`config.mk`:
```
export PLATFORM = sky130hd
export DESIGN_NAME = pcx_rle_line_encoder_unit
export DESIGN_NICKNAME = d
export VERILOG_FILES = /design/src/rtl/pcxrle_pkg.sv /design/src/rtl/pcxrle_front.sv /design/src/rtl/pcxrle_queue.sv /design/src/rtl/pcxrle_back.sv /design/src/rtl/pcx_rle_line_encoder_unit.sv
export VERILOG_INCLUDE_DIRS = /design/src /design/src/rtl
export SDC_FILE = /design/constraint.sdc
export NUM_CORES = 1
export LEC_CHECK = 0
export BUFFER_PORTS_ARGS = -buffer_cell sky130_fd_sc_hd__buf_2
export CORE_MARGIN = 1
export CORE_UTILIZATION = 60
export CTS_CLUSTER_SIZE = 8
export DETAILED_ROUTE_END_ITERATION = 16
export HOLD_SLACK_MARGIN = 0.15
export PLACE_DENSITY = 0.79
export SYNTH_ARGS = -nofsm -noshare
export SYNTH_HDL_FRONTEND = slang
export SYNTH_SLANG_ARGS = --single-unit
export TNS_END_PERCENT = 20
```
`constraint.sdc`:
```
create_clock -name clk -period 3.29 [get_ports clk]
set_input_delay 0.4935 -clock clk [delete_from_list [all_inputs] [get_ports clk]]
set_output_delay 0.4935 -clock clk [all_outputs]
set_load 0.1 [all_outputs]
```
`src/rtl/assert_macros.svh`:
```
// Assertion macros shared by the encoder RTL.
`ifndef ASSERT_MACROS_SVH
`define ASSERT_MACROS_SVH

// Property must hold whenever the antecedent is true in the same cycle.
`define ASSERT_IMPLIES(label, ante, cons, msg) \
    label: assert property (@(posedge clk) disable iff (!rst_n) (ante) |-> (cons)) \
        else $error(msg);

// Property must hold in the cycle after the antecedent.
`define ASSERT_NEXT(label, ante, cons, msg) \
    label: assert property (@(posedge clk) disable iff (!rst_n) (ante) |=> (cons)) \
        else $error(msg);

`endif

```
`src/rtl/pcxrle_pkg.sv`:
```
// Types, constants and helpers for the run-length line encoder.
package pcxrle_pkg;

    localparam int MAX_RUN     = 63;
    localparam int COUNT_W     = $clog2(MAX_RUN + 1);
    localparam logic [7:0] HIGH_MARK = 8'hC0;
    localparam int QUEUE_DEPTH = 2;
    localparam int QPTR_W      = $clog2(QUEUE_DEPTH);
    localparam int QCNT_W      = $clog2(QUEUE_DEPTH + 1);

    typedef struct packed {
        logic               vld;
        logic [7:0]         value;
        logic [COUNT_W-1:0] count;
    } run_t;

    // One queued request: up to two finished runs and an optional pad byte.
    typedef struct packed {
        run_t run_a;
        run_t run_b;
        logic pad;
    } cmd_t;

    typedef enum logic [2:0] {
        STEP_A_PFX,
        STEP_A_VAL,
        STEP_B_PFX,
        STEP_B_VAL,
        STEP_PAD
    } step_t;

    function automatic logic need_prefix(run_t r);
        return (r.count > COUNT_W'(1)) || (r.value >= HIGH_MARK);
    endfunction

endpackage

```
`src/rtl/pcxrle_front.sv`:
```
// Front end: accepts pixels, tracks the open run and issues emit requests.
`include "assert_macros.svh"

module pcxrle_front
(
    input  logic                clk,
    input  logic                rst_n,
    input  logic                in_valid,
    output logic                in_ready,
    input  logic [7:0]          pixel,
    input  logic                line_end,
    input  logic                cfg_valid,
    output logic                cfg_ready,
    input  logic                cfg_data,
    input  logic                q_full,
    output logic                q_push,
    output pcxrle_pkg::cmd_t    q_cmd
);

    logic                           pad_line_reg;
    logic                           run_open_reg;
    logic                           run_open_next;
    logic [7:0]                     run_value_reg;
    logic [7:0]                     run_value_next;
    logic [pcxrle_pkg::COUNT_W-1:0] run_count_reg;
    logic [pcxrle_pkg::COUNT_W-1:0] run_count_next;
    logic                           accept;
    logic                           run_break;
    logic                           run_extend;
    logic [7:0]                     new_value;
    logic [pcxrle_pkg::COUNT_W-1:0] new_count;

    assign cfg_ready = 1'b1;
    assign in_ready  = !q_full;
    assign accept    = in_valid && in_ready;

    assign run_break  = run_open_reg &&
                        ((pixel != run_value_reg) ||
                         (run_count_reg >= pcxrle_pkg::COUNT_W'(pcxrle_pkg::MAX_RUN)));
    assign run_extend = run_open_reg && !run_break;

    always_comb
    begin
        if (run_extend)
        begin
            new_value = run_value_reg;
            new_count = run_count_reg + pcxrle_pkg::COUNT_W'(1);
        end
        else
        begin
            new_value = pixel;
            new_count = pcxrle_pkg::COUNT_W'(1);
        end

        q_cmd.run_a.vld   = run_break;
        q_cmd.run_a.value = run_value_reg;
        q_cmd.run_a.count = run_count_reg;
        q_cmd.run_b.vld   = line_end;
        q_cmd.run_b.value = new_value;
        q_cmd.run_b.count = new_count;
        q_cmd.pad         = line_end && pad_line_reg;

        q_push = accept && (run_break || line_end);

        run_open_next  = run_open_reg;
        run_value_next = run_value_reg;
        run_count_next = run_count_reg;
        if (accept)
        begin
            if (line_end)
            begin
                run_open_next  = 1'b0;
                run_value_next = 8'd0;
                run_count_next = '0;
            end
            else
            begin
                run_open_next  = 1'b1;
                run_value_next = new_value;
                run_count_next = new_count;
            end
        end
    end

    always_ff @(posedge clk or negedge rst_n)
    begin
        if (!rst_n)
        begin
            pad_line_reg  <= 1'b0;
            run_open_reg  <= 1'b0;
            run_value_reg <= 8'd0;
            run_count_reg <= '0;
        end
        else
        begin
            if (cfg_valid && cfg_ready)
            begin
                pad_line_reg <= cfg_data;
            end
            run_open_reg  <= run_open_next;
            run_value_reg <= run_value_next;
            run_count_reg <= run_count_next;
        end
    end

    `ASSERT_IMPLIES(a_open_count_range, run_open_reg,
        (run_count_reg != '0) &&
        (run_count_reg <= pcxrle_pkg::COUNT_W'(pcxrle_pkg::MAX_RUN)),
        "open run has an out-of-range count")
    `ASSERT_NEXT(a_line_end_closes, accept && line_end, !run_open_reg,
        "run still open after line end")

endmodule

```
`src/rtl/pcxrle_queue.sv`:
```
// Short request queue between the front end and the byte sequencer.
`include "assert_macros.svh"

module pcxrle_queue
(
    input  logic                clk,
    input  logic                rst_n,
    input  logic                push,
    input  pcxrle_pkg::cmd_t    push_cmd,
    output logic                full,
    output logic                head_valid,
    output pcxrle_pkg::cmd_t    head,
    input  logic                pop
);

    pcxrle_pkg::cmd_t              entry_reg [pcxrle_pkg::QUEUE_DEPTH];
    logic [pcxrle_pkg::QPTR_W-1:0] wr_ptr_reg;
    logic [pcxrle_pkg::QPTR_W-1:0] wr_ptr_next;
    logic [pcxrle_pkg::QPTR_W-1:0] rd_ptr_reg;
    logic [pcxrle_pkg::QPTR_W-1:0] rd_ptr_next;
    logic [pcxrle_pkg::QCNT_W-1:0] count_reg;
    logic [pcxrle_pkg::QCNT_W-1:0] count_next;

    assign full       = (count_reg == pcxrle_pkg::QCNT_W'(pcxrle_pkg::QUEUE_DEPTH));
    assign head_valid = (count_reg != '0);
    assign head       = entry_reg[rd_ptr_reg];

    always_comb
    begin
        wr_ptr_next = wr_ptr_reg;
        rd_ptr_next = rd_ptr_reg;
        count_next  = count_reg;
        if (push)
        begin
            wr_ptr_next = (wr_ptr_reg == pcxrle_pkg::QPTR_W'(pcxrle_pkg::QUEUE_DEPTH - 1)) ?
                          '0 : wr_ptr_reg + pcxrle_pkg::QPTR_W'(1);
        end
        if (pop)
        begin
            rd_ptr_next = (rd_ptr_reg == pcxrle_pkg::QPTR_W'(pcxrle_pkg::QUEUE_DEPTH - 1)) ?
                          '0 : rd_ptr_reg + pcxrle_pkg::QPTR_W'(1);
        end
        priority if (push && !pop)
        begin
            count_next = count_reg + pcxrle_pkg::QCNT_W'(1);
        end
        else if (pop && !push)
        begin
            count_next = count_reg - pcxrle_pkg::QCNT_W'(1);
        end
        else
        begin
            count_next = count_reg;
        end
    end

    always_ff @(posedge clk or negedge rst_n)
    begin
        if (!rst_n)
        begin
            wr_ptr_reg <= '0;
            rd_ptr_reg <= '0;
            count_reg  <= '0;
        end
        else
        begin
            wr_ptr_reg <= wr_ptr_next;
            rd_ptr_reg <= rd_ptr_next;
            count_reg  <= count_next;
        end
    end

    always_ff @(posedge clk)
    begin
        if (push)
        begin
            entry_reg[wr_ptr_reg] <= push_cmd;
        end
    end

    `ASSERT_IMPLIES(a_no_overflow, push,
        count_reg < pcxrle_pkg::QCNT_W'(pcxrle_pkg::QUEUE_DEPTH),
        "push into a full queue")
    `ASSERT_IMPLIES(a_no_underflow, pop, count_reg != '0,
        "pop from an empty queue")

endmodule

```
`src/rtl/pcxrle_back.sv`:
```
// Back end: expands queued requests into code bytes behind an output register.
`include "assert_macros.svh"

module pcxrle_back
(
    input  logic                clk,
    input  logic                rst_n,
    input  logic                head_valid,
    input  pcxrle_pkg::cmd_t    head,
    output logic                pop,
    output logic                out_valid,
    input  logic                out_ready,
    output logic [7:0]          code_byte,
    output logic                last
);

    logic                   mid_reg;
    logic                   mid_next;
    pcxrle_pkg::step_t      step_reg;
    pcxrle_pkg::step_t      step_next;
    pcxrle_pkg::step_t      first_step;
    pcxrle_pkg::step_t      cur_step;
    pcxrle_pkg::step_t      after_step;
    logic                   done;
    logic                   issue;
    logic [7:0]             cur_byte;
    logic                   out_valid_reg;
    logic                   out_valid_next;
    logic [7:0]             code_byte_reg;
    logic [7:0]             code_byte_next;
    logic                   last_reg;
    logic                   last_next;

    assign out_valid = out_valid_reg;
    assign code_byte = code_byte_reg;
    assign last      = last_reg;

    always_comb
    begin
        priority if (head.run_a.vld)
        begin
            first_step = pcxrle_pkg::need_prefix(head.run_a) ?
                         pcxrle_pkg::STEP_A_PFX : pcxrle_pkg::STEP_A_VAL;
        end
        else if (head.run_b.vld)
        begin
            first_step = pcxrle_pkg::need_prefix(head.run_b) ?
                         pcxrle_pkg::STEP_B_PFX : pcxrle_pkg::STEP_B_VAL;
        end
        else
        begin
            first_step = pcxrle_pkg::STEP_PAD;
        end

        cur_step = mid_reg ? step_reg : first_step;

        after_step = pcxrle_pkg::STEP_PAD;
        done       = 1'b0;
        cur_byte   = 8'd0;
        unique case (cur_step)
            pcxrle_pkg::STEP_A_PFX:
            begin
                cur_byte   = pcxrle_pkg::HIGH_MARK | 8'(head.run_a.count);
                after_step = pcxrle_pkg::STEP_A_VAL;
            end
            pcxrle_pkg::STEP_A_VAL:
            begin
                cur_byte = head.run_a.value;
                priority if (head.run_b.vld)
                begin
                    after_step = pcxrle_pkg::need_prefix(head.run_b) ?
                                 pcxrle_pkg::STEP_B_PFX : pcxrle_pkg::STEP_B_VAL;
                end
                else if (head.pad)
                begin
                    after_step = pcxrle_pkg::STEP_PAD;
                end
                else
                begin
                    done = 1'b1;
                end
            end
            pcxrle_pkg::STEP_B_PFX:
            begin
                cur_byte   = pcxrle_pkg::HIGH_MARK | 8'(head.run_b.count);
                after_step = pcxrle_pkg::STEP_B_VAL;
            end
            pcxrle_pkg::STEP_B_VAL:
            begin
                cur_byte   = head.run_b.value;
                after_step = pcxrle_pkg::STEP_PAD;
                done       = !head.pad;
            end
            pcxrle_pkg::STEP_PAD:
            begin
                cur_byte = 8'd0;
                done     = 1'b1;
            end
            default:
            begin
                cur_byte = 8'd0;
                done     = 1'b1;
            end
        endcase

        issue = head_valid && (!out_valid_reg || out_ready);
        pop   = issue && done;

        mid_next       = mid_reg;
        step_next      = step_reg;
        out_valid_next = out_valid_reg && !out_ready;
        code_byte_next = code_byte_reg;
        last_next      = last_reg;
        if (issue)
        begin
            out_valid_next = 1'b1;
            code_byte_next = cur_byte;
            last_next      = done;
            mid_next       = !done;
            step_next      = after_step;
        end
    end

    always_ff @(posedge clk or negedge rst_n)
    begin
        if (!rst_n)
        begin
            mid_reg       <= 1'b0;
            step_reg      <= pcxrle_pkg::STEP_A_PFX;
            out_valid_reg <= 1'b0;
        end
        else
        begin
            mid_reg       <= mid_next;
            step_reg      <= step_next;
            out_valid_reg <= out_valid_next;
        end
    end

    always_ff @(posedge clk)
    begin
        code_byte_reg <= code_byte_next;
        last_reg      <= last_next;
    end

    `ASSERT_IMPLIES(a_mid_needs_head, mid_reg, head_valid,
        "request dropped part way through expansion")
    `ASSERT_NEXT(a_pop_marks_last, pop, out_valid_reg && last_reg,
        "request retired without a last byte")

endmodule

```
`src/rtl/pcx_rle_line_encoder_unit.sv`:
```
// Top level of the run-length line encoder.
// Takes one pixel byte per request and produces its code bytes, one byte per
// cycle at the output while out_ready is high; a pixel that only extends the
// open run produces none. The front end accepts a pixel whenever the
// two-entry request queue has room, so it can take new pixels while the byte
// sequencer is still expanding earlier ones; the sequencer drains one byte
// per cycle while out_ready is high. A pixel that closes a line with pad
// enabled causes up to five code bytes.
// The pad setting may be written at any time the block is idle.

module pcx_rle_line_encoder_unit
(
    input  logic       clk,
    input  logic       rst_n,
    input  logic       in_valid,
    output logic       in_ready,
    input  logic [7:0] pixel,
    input  logic       line_end,
    output logic       out_valid,
    input  logic       out_ready,
    output logic [7:0] code_byte,
    output logic       last,
    input  logic       cfg_valid,
    output logic       cfg_ready,
    input  logic       cfg_data
);

    logic             q_full;
    logic             q_push;
    pcxrle_pkg::cmd_t q_cmd;
    logic             head_valid;
    pcxrle_pkg::cmd_t head;
    logic             pop;

    pcxrle_front u_front
    (
        .clk       (clk),
        .rst_n     (rst_n),
        .in_valid  (in_valid),
        .in_ready  (in_ready),
        .pixel     (pixel),
        .line_end  (line_end),
        .cfg_valid (cfg_valid),
        .cfg_ready (cfg_ready),
        .cfg_data  (cfg_data),
        .q_full    (q_full),
        .q_push    (q_push),
        .q_cmd     (q_cmd)
    );

    pcxrle_queue u_queue
    (
        .clk        (clk),
        .rst_n      (rst_n),
        .push       (q_push),
        .push_cmd   (q_cmd),
        .full       (q_full),
        .head_valid (head_valid),
        .head       (head),
        .pop        (pop)
    );

    pcxrle_back u_back
    (
        .clk        (clk),
        .rst_n      (rst_n),
        .head_valid (head_valid),
        .head       (head),
        .pop        (pop),
        .out_valid  (out_valid),
        .out_ready  (out_ready),
        .code_byte  (code_byte),
        .last       (last)
    );

endmodule
```
# --- Yosys cells after proc, flatten, opt, wreduce, memory -nomap -nowiden ---
# Memories as Yosys holds them, arrays and structs flattened.
# Cells that the tools add are included.
op_classes:
  n_addsub: 5
  bitwise_logic: 0
  n_shift: 0
  order_cmp: 5
  n_mul: 0
  reduce_logical: 27
  mux: 22
  n_eq_ne: 5
  div: 0
op_table:
  columns: ["operator", "count"]
  rows:
  - ["$pmux W8 S4", 1]
  - ["$ge A8 B8 Y1 const B", 2]
  - ["$mux W8", 2]
  - ["$gt A6 B1 Y1 const B", 2]
  - ["$mux W6", 2]
  - ["$logic_and A1 B1 Y1", 10]
  - ["$mux W1", 10]
  - ["$mux W3", 3]
  - ["$pmux W3 S3", 1]
  - ["$logic_not A1 Y1", 8]
  - ["$ne A8 B8 Y1", 1]
  - ["$add A6 B1 Y6 const B", 1]
  - ["$eq A3 B2 Y1 const B", 2]
  - ["$ge A6 B6 Y1 const B", 1]
  - ["$logic_or A1 B1 Y1", 5]
  - ["$mux W2", 2]
  - ["$reduce_bool A2 Y1", 2]
  - ["$eq A3 B1 Y1 const B", 1]
  - ["$logic_not A3 Y1", 1]
  - ["$pmux W1 S3", 1]
  - ["$add A1 B1 Y1 const B", 2]
  - ["$add A2 B1 Y2 const B", 1]
  - ["$eq A2 B2 Y1 const B", 1]
  - ["$reduce_or A2 Y1", 1]
  - ["$sub A2 B1 Y2 const B", 1]
totals:
  rom_bits: 0
  output_inout_bits: 12
  mem_bits_rw: 62
  elab_cells: 77
  memories: 1
  latchBits: 0
  input_bits: 15
  regBits: 34
mem_list:
  columns: ["name", "words", "width", "read_ports", "rd_ports_with_merged_regs", "wr", "line", "text"]
  rows:
  - ["u_queue.entry_reg", 2, 31, 1, 0, 1, "pcxrle_queue.sv:16", "pcxrle_pkg::cmd_t entry_reg [pcxrle_pkg::QUEUE_DEPTH];"]

# --- Longest topological paths before layout ---
# An unclocked memory read counts as a cell.
logic_depth:
  ltp_word: 14
  ltp_mapped: 11
  mapped_depth_nobuf: 11

# --- Modules after synthesis ---
# A second synthesis with hierarchy kept.
hier_totals:
  cells_unflattened: 324
  hier_area_um2: 4535.6
modules_own_cells:
  columns: ["module", "area_each_um2", "seq_area_each_um2", "instances", "cells_per_inst"]
  rows:
  - ["pcxrle_queue", 2580.0, 1961.9, 1, 113]
  - ["pcxrle_front", 1094.8, 400.4, 1, 130]
  - ["pcxrle_back", 860.8, 395.4, 1, 81]

# --- Least setup slack after synthesis ---
# OpenSTA, ideal clock, no wires.
synth_timing:
  path_type: "reg-to-reg"
  start: "register u_queue.count_reg[0] (netlist bit)"
  end: "memory u_queue.entry_reg[0][0] (netlist bit), enable pin"
  synth_period_minus_slack_ns: 3.502
  arrival_time_ns: 3.083
  setup_time_ns: 0.419
  path_stages_with_launch: 5
  n_path_buf: 0
  setup_slack_ns: -0.212
  t_required_ns: 2.871
  path_cell_list: "dfrtp_1 -> nand2b_1 -> nand2_1 -> o21bai_1 -> nor2_1"
synth_between:
  elab_chain_cells: 6
synth_lines:
  columns: ["item", "line", "text"]
  rows:
  - ["start, declared", "pcxrle_queue.sv:21", "logic [pcxrle_pkg::QCNT_W-1:0] count_reg;"]
  - ["start signal, assigned", "pcxrle_queue.sv:69", "count_reg <= count_next;"]
  - ["$eq A2 B2 Y1", "pcxrle_queue.sv:24", "assign full = (count_reg == pcxrle_pkg::QCNT_W'(pcxrle_pkg::QUEUE_DEPTH));"]
  - ["$logic_not A1 Y1", "pcxrle_front.sv:34", "assign in_ready = !q_full;"]
  - ["named net in_ready", "pcx_rle_line_encoder_unit.sv:16", "output logic in_ready,"]
  - ["$logic_and A1 B1 Y1", "pcxrle_front.sv:35", "assign accept = in_valid && in_ready;"]
  - ["$logic_and A1 B1 Y1", "pcxrle_front.sv:63", "q_push = accept && (run_break || line_end);"]
  - ["$mux W1", "pcxrle_queue.sv:75", "if (push)"]
  - ["$mux W1 (implied by the code)", "pcxrle_queue.sv:77", "entry_reg[wr_ptr_reg] <= push_cmd;"]
  - ["end, declared", "pcxrle_queue.sv:16", null]
# The timed path passes the listed nets, and every way through them passes these cells.

# --- Final worst setup path ---
layout_timing:
  start: "register u_queue.rd_ptr_reg"
  end: "register u_queue.count_reg[1] (netlist bit)"
layout_between:
  elab_chain_cells: 14
  word_cells_on_any_way: 27
  classes_between: "order compare (4); eq/ne (3); mux (9); reduce/logical (10); memory (1)"
layout_lines:
  columns: ["item", "line", "text"]
  rows:
  - ["start, declared", "pcxrle_queue.sv:19", "logic [pcxrle_pkg::QPTR_W-1:0] rd_ptr_reg;"]
  - ["start signal, assigned", "pcxrle_queue.sv:68", "rd_ptr_reg <= rd_ptr_next;"]
  - ["$mem_v2 Z2 W31 *", null, null]
  - ["$ge A8 B8 Y1 or $gt A6 B1 Y1 (tied branches)", "pcxrle_pkg.sv:33", "return (r.count > COUNT_W'(1)) || (r.value >= HIGH_MARK);"]
  - ["$logic_or A1 B1 Y1", "pcxrle_pkg.sv:33", null]
  - ["$mux W1", "pcxrle_back.sv:47", "first_step = pcxrle_pkg::need_prefix(head.run_b) ?"]
  - ["$mux W3", null, null]
  - ["$mux W3", "pcxrle_back.sv:40", "priority if (head.run_a.vld)"]
  - ["$mux W3", "pcxrle_back.sv:55", "cur_step = mid_reg ? step_reg : first_step;"]
  - ["$eq A3 B2 Y1 or $logic_not A3 Y1 (tied branches)", "pcxrle_back.sv:60", "unique case (cur_step)"]
  - ["$reduce_or A2 Y1 (no source line)", null, null]
  - ["$pmux W1 S3 *", "pcxrle_back.sv:60", null]
  - ["$logic_and A1 B1 Y1 *", "pcxrle_back.sv:107", "pop = issue && done;"]
  - ["$logic_not A1 Y1", "pcxrle_queue.sv:43", "priority if (push && !pop)"]
  - ["$logic_and A1 B1 Y1", "pcxrle_queue.sv:43", null]
  - ["$mux W2 or $reduce_bool A2 Y1 (tied branches)", null, null]
# Every way passes the cells marked *; elsewhere a longest branch is shown, timed or not.
# A chain may end at the register's enable or synchronous reset.

==> key figures <==
CTS
  – CTS Buf Count: 9
  – Number of hold buffers added after CTS: 1
  – CTS tree: built
  – Max clock buf depth: 2
  – Clock root buffer: clkbuf_8
  – Clk_lat worst skew: 0.35 ns
  – Num Clock Sinks: 96
  – CTS H-tree lvls: 3
  – Buffer count from post-CTS setup fixing: 0
  – Clk pin slew, worst setup/hold paths: 0.09 ns
  – Post-CTS Resized: 0

Critical path
  – Crit path max-delay cell type: dfrtp_2
  – CP arrival: 3.01 ns
  – WS Path Type: register to register
  – CP bufs+invs: 1
  – Worst path cell trace: buf_4 -> a2111oi_0 -> a21oi_1 -> a211o_1 -> a31oi_4 -> a21oi_1 -> ha_1 -> xor2_1 -> nor2_1 -> xor2_1
  – Worst path top cell family by delay: compound AO/OA/AOI/OAI gates
  – Critical Path RT: 3.57 ns
  – Worst Path Max Fanout: 13
  – CP startpoint kind: register
  – Max incr delay on CP: 0.48 ns
  – CP Capture Type: register

Floorplanning
  – Chip width: 85.32 um
  – Rows: 30
  – Die area: 0.007280 mm^2
  – Initial Utilization: 0.6165
  – Core box area: 0.006756 mm^2
  – Chip Height: 85.32 um
  – # IOs: 27

Power and ir drop
  – P per Cell Area: 987.8 mW/mm^2
  – Peak VDD IR: 378.2 uV
  – Lkg Pwr: 1.733 nW

Yosys
  – Syn Nets: 318
  – Synth cell types: 49
  – Synthesized area: 0.004165 mm^2
  – Most used flip-flop cell after synthesis: edfxtp_1
  – Ys async rst share: 0.2604
  – Post-synth top area cell: edfxtp_1
  – Synth top area share: 0.5119
  – Warnings, synthesis: 0
  – Post-synth EDFFs: 71
  – Synth Register Bits: 96
  – Seq/Total Area, Yosys: 0.6621
  – Mapped Cells: 301
  – Avg Cell Area, Syn: 13.84 um^2
  – Synth top area cells: edfxtp_1 (51%), dfrtp_1 (15%), mux2i_1 (7.4%)

Timing
  – Hold WS: 0.3614 ns
  – Final Cycle Share: 0.8288
  – Final min period: 2.727 ns
  – Fmax: 366.8 MHz
  – RSZ-0062 raised after global routing: false
  – Rel. slew slack: 0.5851
  – Final number of setup-violating endpoints: 0
  – Setup Skew: 0.009083 ns
  – Worst Slack Setup Final: 0.5634 ns
  – TNS Setup: 0 ns
  – Worst-margin pin slew: 0.6224 ns
  – Slew Limit Fails: 0
  – Final hold vios: 0

Placement
  – Post-DP HPWL: 5.211 mm
  – DP Worst Slack: 0.5903 ns
  – Gpl congestion: 0.8082
  – Buffers added on ports: 25
  – Area post-placement: 0.004367 mm^2

Global routing
  – First-pass GRT wire length: 12.43 mm
  – Vias in the first global route: 2480
  – Initial antenna violation count: 0
  – Largest net degree at the start of global routing: 32
  – Tot GR Track Use: 0.2357
  – GRT overflow: 0

Layout
  – Reg area: 0.002759 mm^2
  – Multi-input gate area: 0.001296 mm^2
  – Ratio of cells with drive above 1 in the final layout: 0.1843
  – Antenna diode count: 0
  – Filler cells: 481
  – Layout area overhead: 9.823%
  – Max reg flops: 62
  – Fin nets: 343
  – Fin area: 0.004574 mm^2

Detailed routing
  – DRC: 0
  – Routed wire length: 7.684 mm
  – Routed WL per cell: 18.70 um
  – Starting DRC count in detailed routing: 126
  – Via Count: 2435
  – DRT Pass-1 Iters: 4
  – Via-to-Cell Ratio: 5.925
  – DRT antenna net count: 0

Run
  – Max-Cap Viols: 0

Hold path
  – Worst Hold Class: input pin to register

Outcome
  – Status: finished, final reports clean
==> cell type report <==
| type | instances | share of cell area |
|---|---|---|
| inverters | 7 | 0.005744 |
| flip-flops and latches | 96 | 0.6031 |
| clock inverters | 5 | 0.01231 |
| well taps | 80 | 0.02188 |
| clock buffers | 11 | 0.03091 |
| repair buffers | 34 | 0.04267 |
| multi-input cells | 178 | 0.2834 |
==> final timing paths <==
path | end | start | cells past startpoint | slack, ns
min reg2reg | u_back.out_valid | u_back.out_valid | 2 | 0.50
min | u_queue.entry_reg[0][7] | pixel[0] | 1 | 0.36
max reg2reg | u_queue.count_reg[1] | u_queue.rd_ptr_reg | 10 | 0.56
max in group asynchronous | u_queue.rd_ptr_reg | rst_n | 2 | 2.17
min in group asynchronous | u_back.out_valid | rst_n | 2 | 0.68
max | u_queue.count_reg[1] | u_queue.rd_ptr_reg | 10 | 0.56
==> Yosys cell counts (all sizes together), types with 2 or more instances <==
cell type / n
nor2: 15
o22ai: 9
o21ai: 12
nand2: 17
nor3: 3
nand4: 2
inv: 7
clkbuf: 14
a211oi: 2
mux2: 6
xor2: 4
dfrtp: 25
a31oi: 2
a31o: 2
edfxtp: 71
or4: 2
a22o: 7
a21oi: 5
buf: 6
a2111oi: 3
and3: 3
a211o: 2
and2: 2
xnor2: 13
nand3: 4
nand2b: 11
ha: 2
o22a: 6
mux2i: 31
==> layer usage <==
metal  track usage  wire length [um]
met2        0.3834              3818
met1        0.3041              3439
met3       0.04377               338
met5             0                 0
met4        0.1258                88
==> placed cells by master, fill, tap and decap left out, types with 5 or more instances in the layout <==
master,netlist,routed
edfxtp_1,71,71
mux2i_1,31,31
buf_2,3,25
dfrtp_1,25,24
nand2_1,17,17
nor2_1,15,13
xnor2_1,13,13
nand2b_1,11,11
o21ai_0,11,11
clkbuf_8,0,10
o22ai_1,9,9
buf_4,1,8
a22o_1,7,7
o22a_1,6,6
inv_1,5,5
a21oi_1,5,5
==> where the power goes <==
part,internal [mW],switching (mW),leakage [nW],total (mW)
clock,0.371,0.386,0.0993,0.757
combinational,0.588,1.26,0.657,1.85
sequential,1.71,0.198,0.978,1.91
total,2.67,1.85,1.73,4.52
==> logic make-up (layout without fill, tap and decap cells) <==
family          count (synthesis)  after routing  synth area share
compound gates                 58             58            0.1018
buf+inv                        27             57           0.02794
simple gates                   63             63           0.07480
other cells                     1              1         0.0009003
fa+ha+maj                       2              2          0.006007
xor+xnor                       17             17           0.03575
mux                            37             37           0.09072
flops                          96             96            0.6621
==> per-stage QoR <==
step                      cells  power, mW    util
after floorplan             301      3.370       -
after global placement      394      3.750  0.6463
after detailed placement    394      3.784  0.6463
after CTS                   411      4.544  0.6770
after global routing        411      4.752  0.6770
final                       411      4.519  0.6770
==> worst register-to-register path, cell delays in order (launching register included) <==
cell	delay, ns
dfrtp_2	0.48
buf_4	0.23
a2111oi_0	0.48
a21oi_1	0.13
a211o_1	0.28
a31oi_4	0.26
a21oi_1	0.16
ha_1	0.22
xor2_1	0.14
nor2_1	0.11
xor2_1	0.16
(Power assumes the default switching activity.)
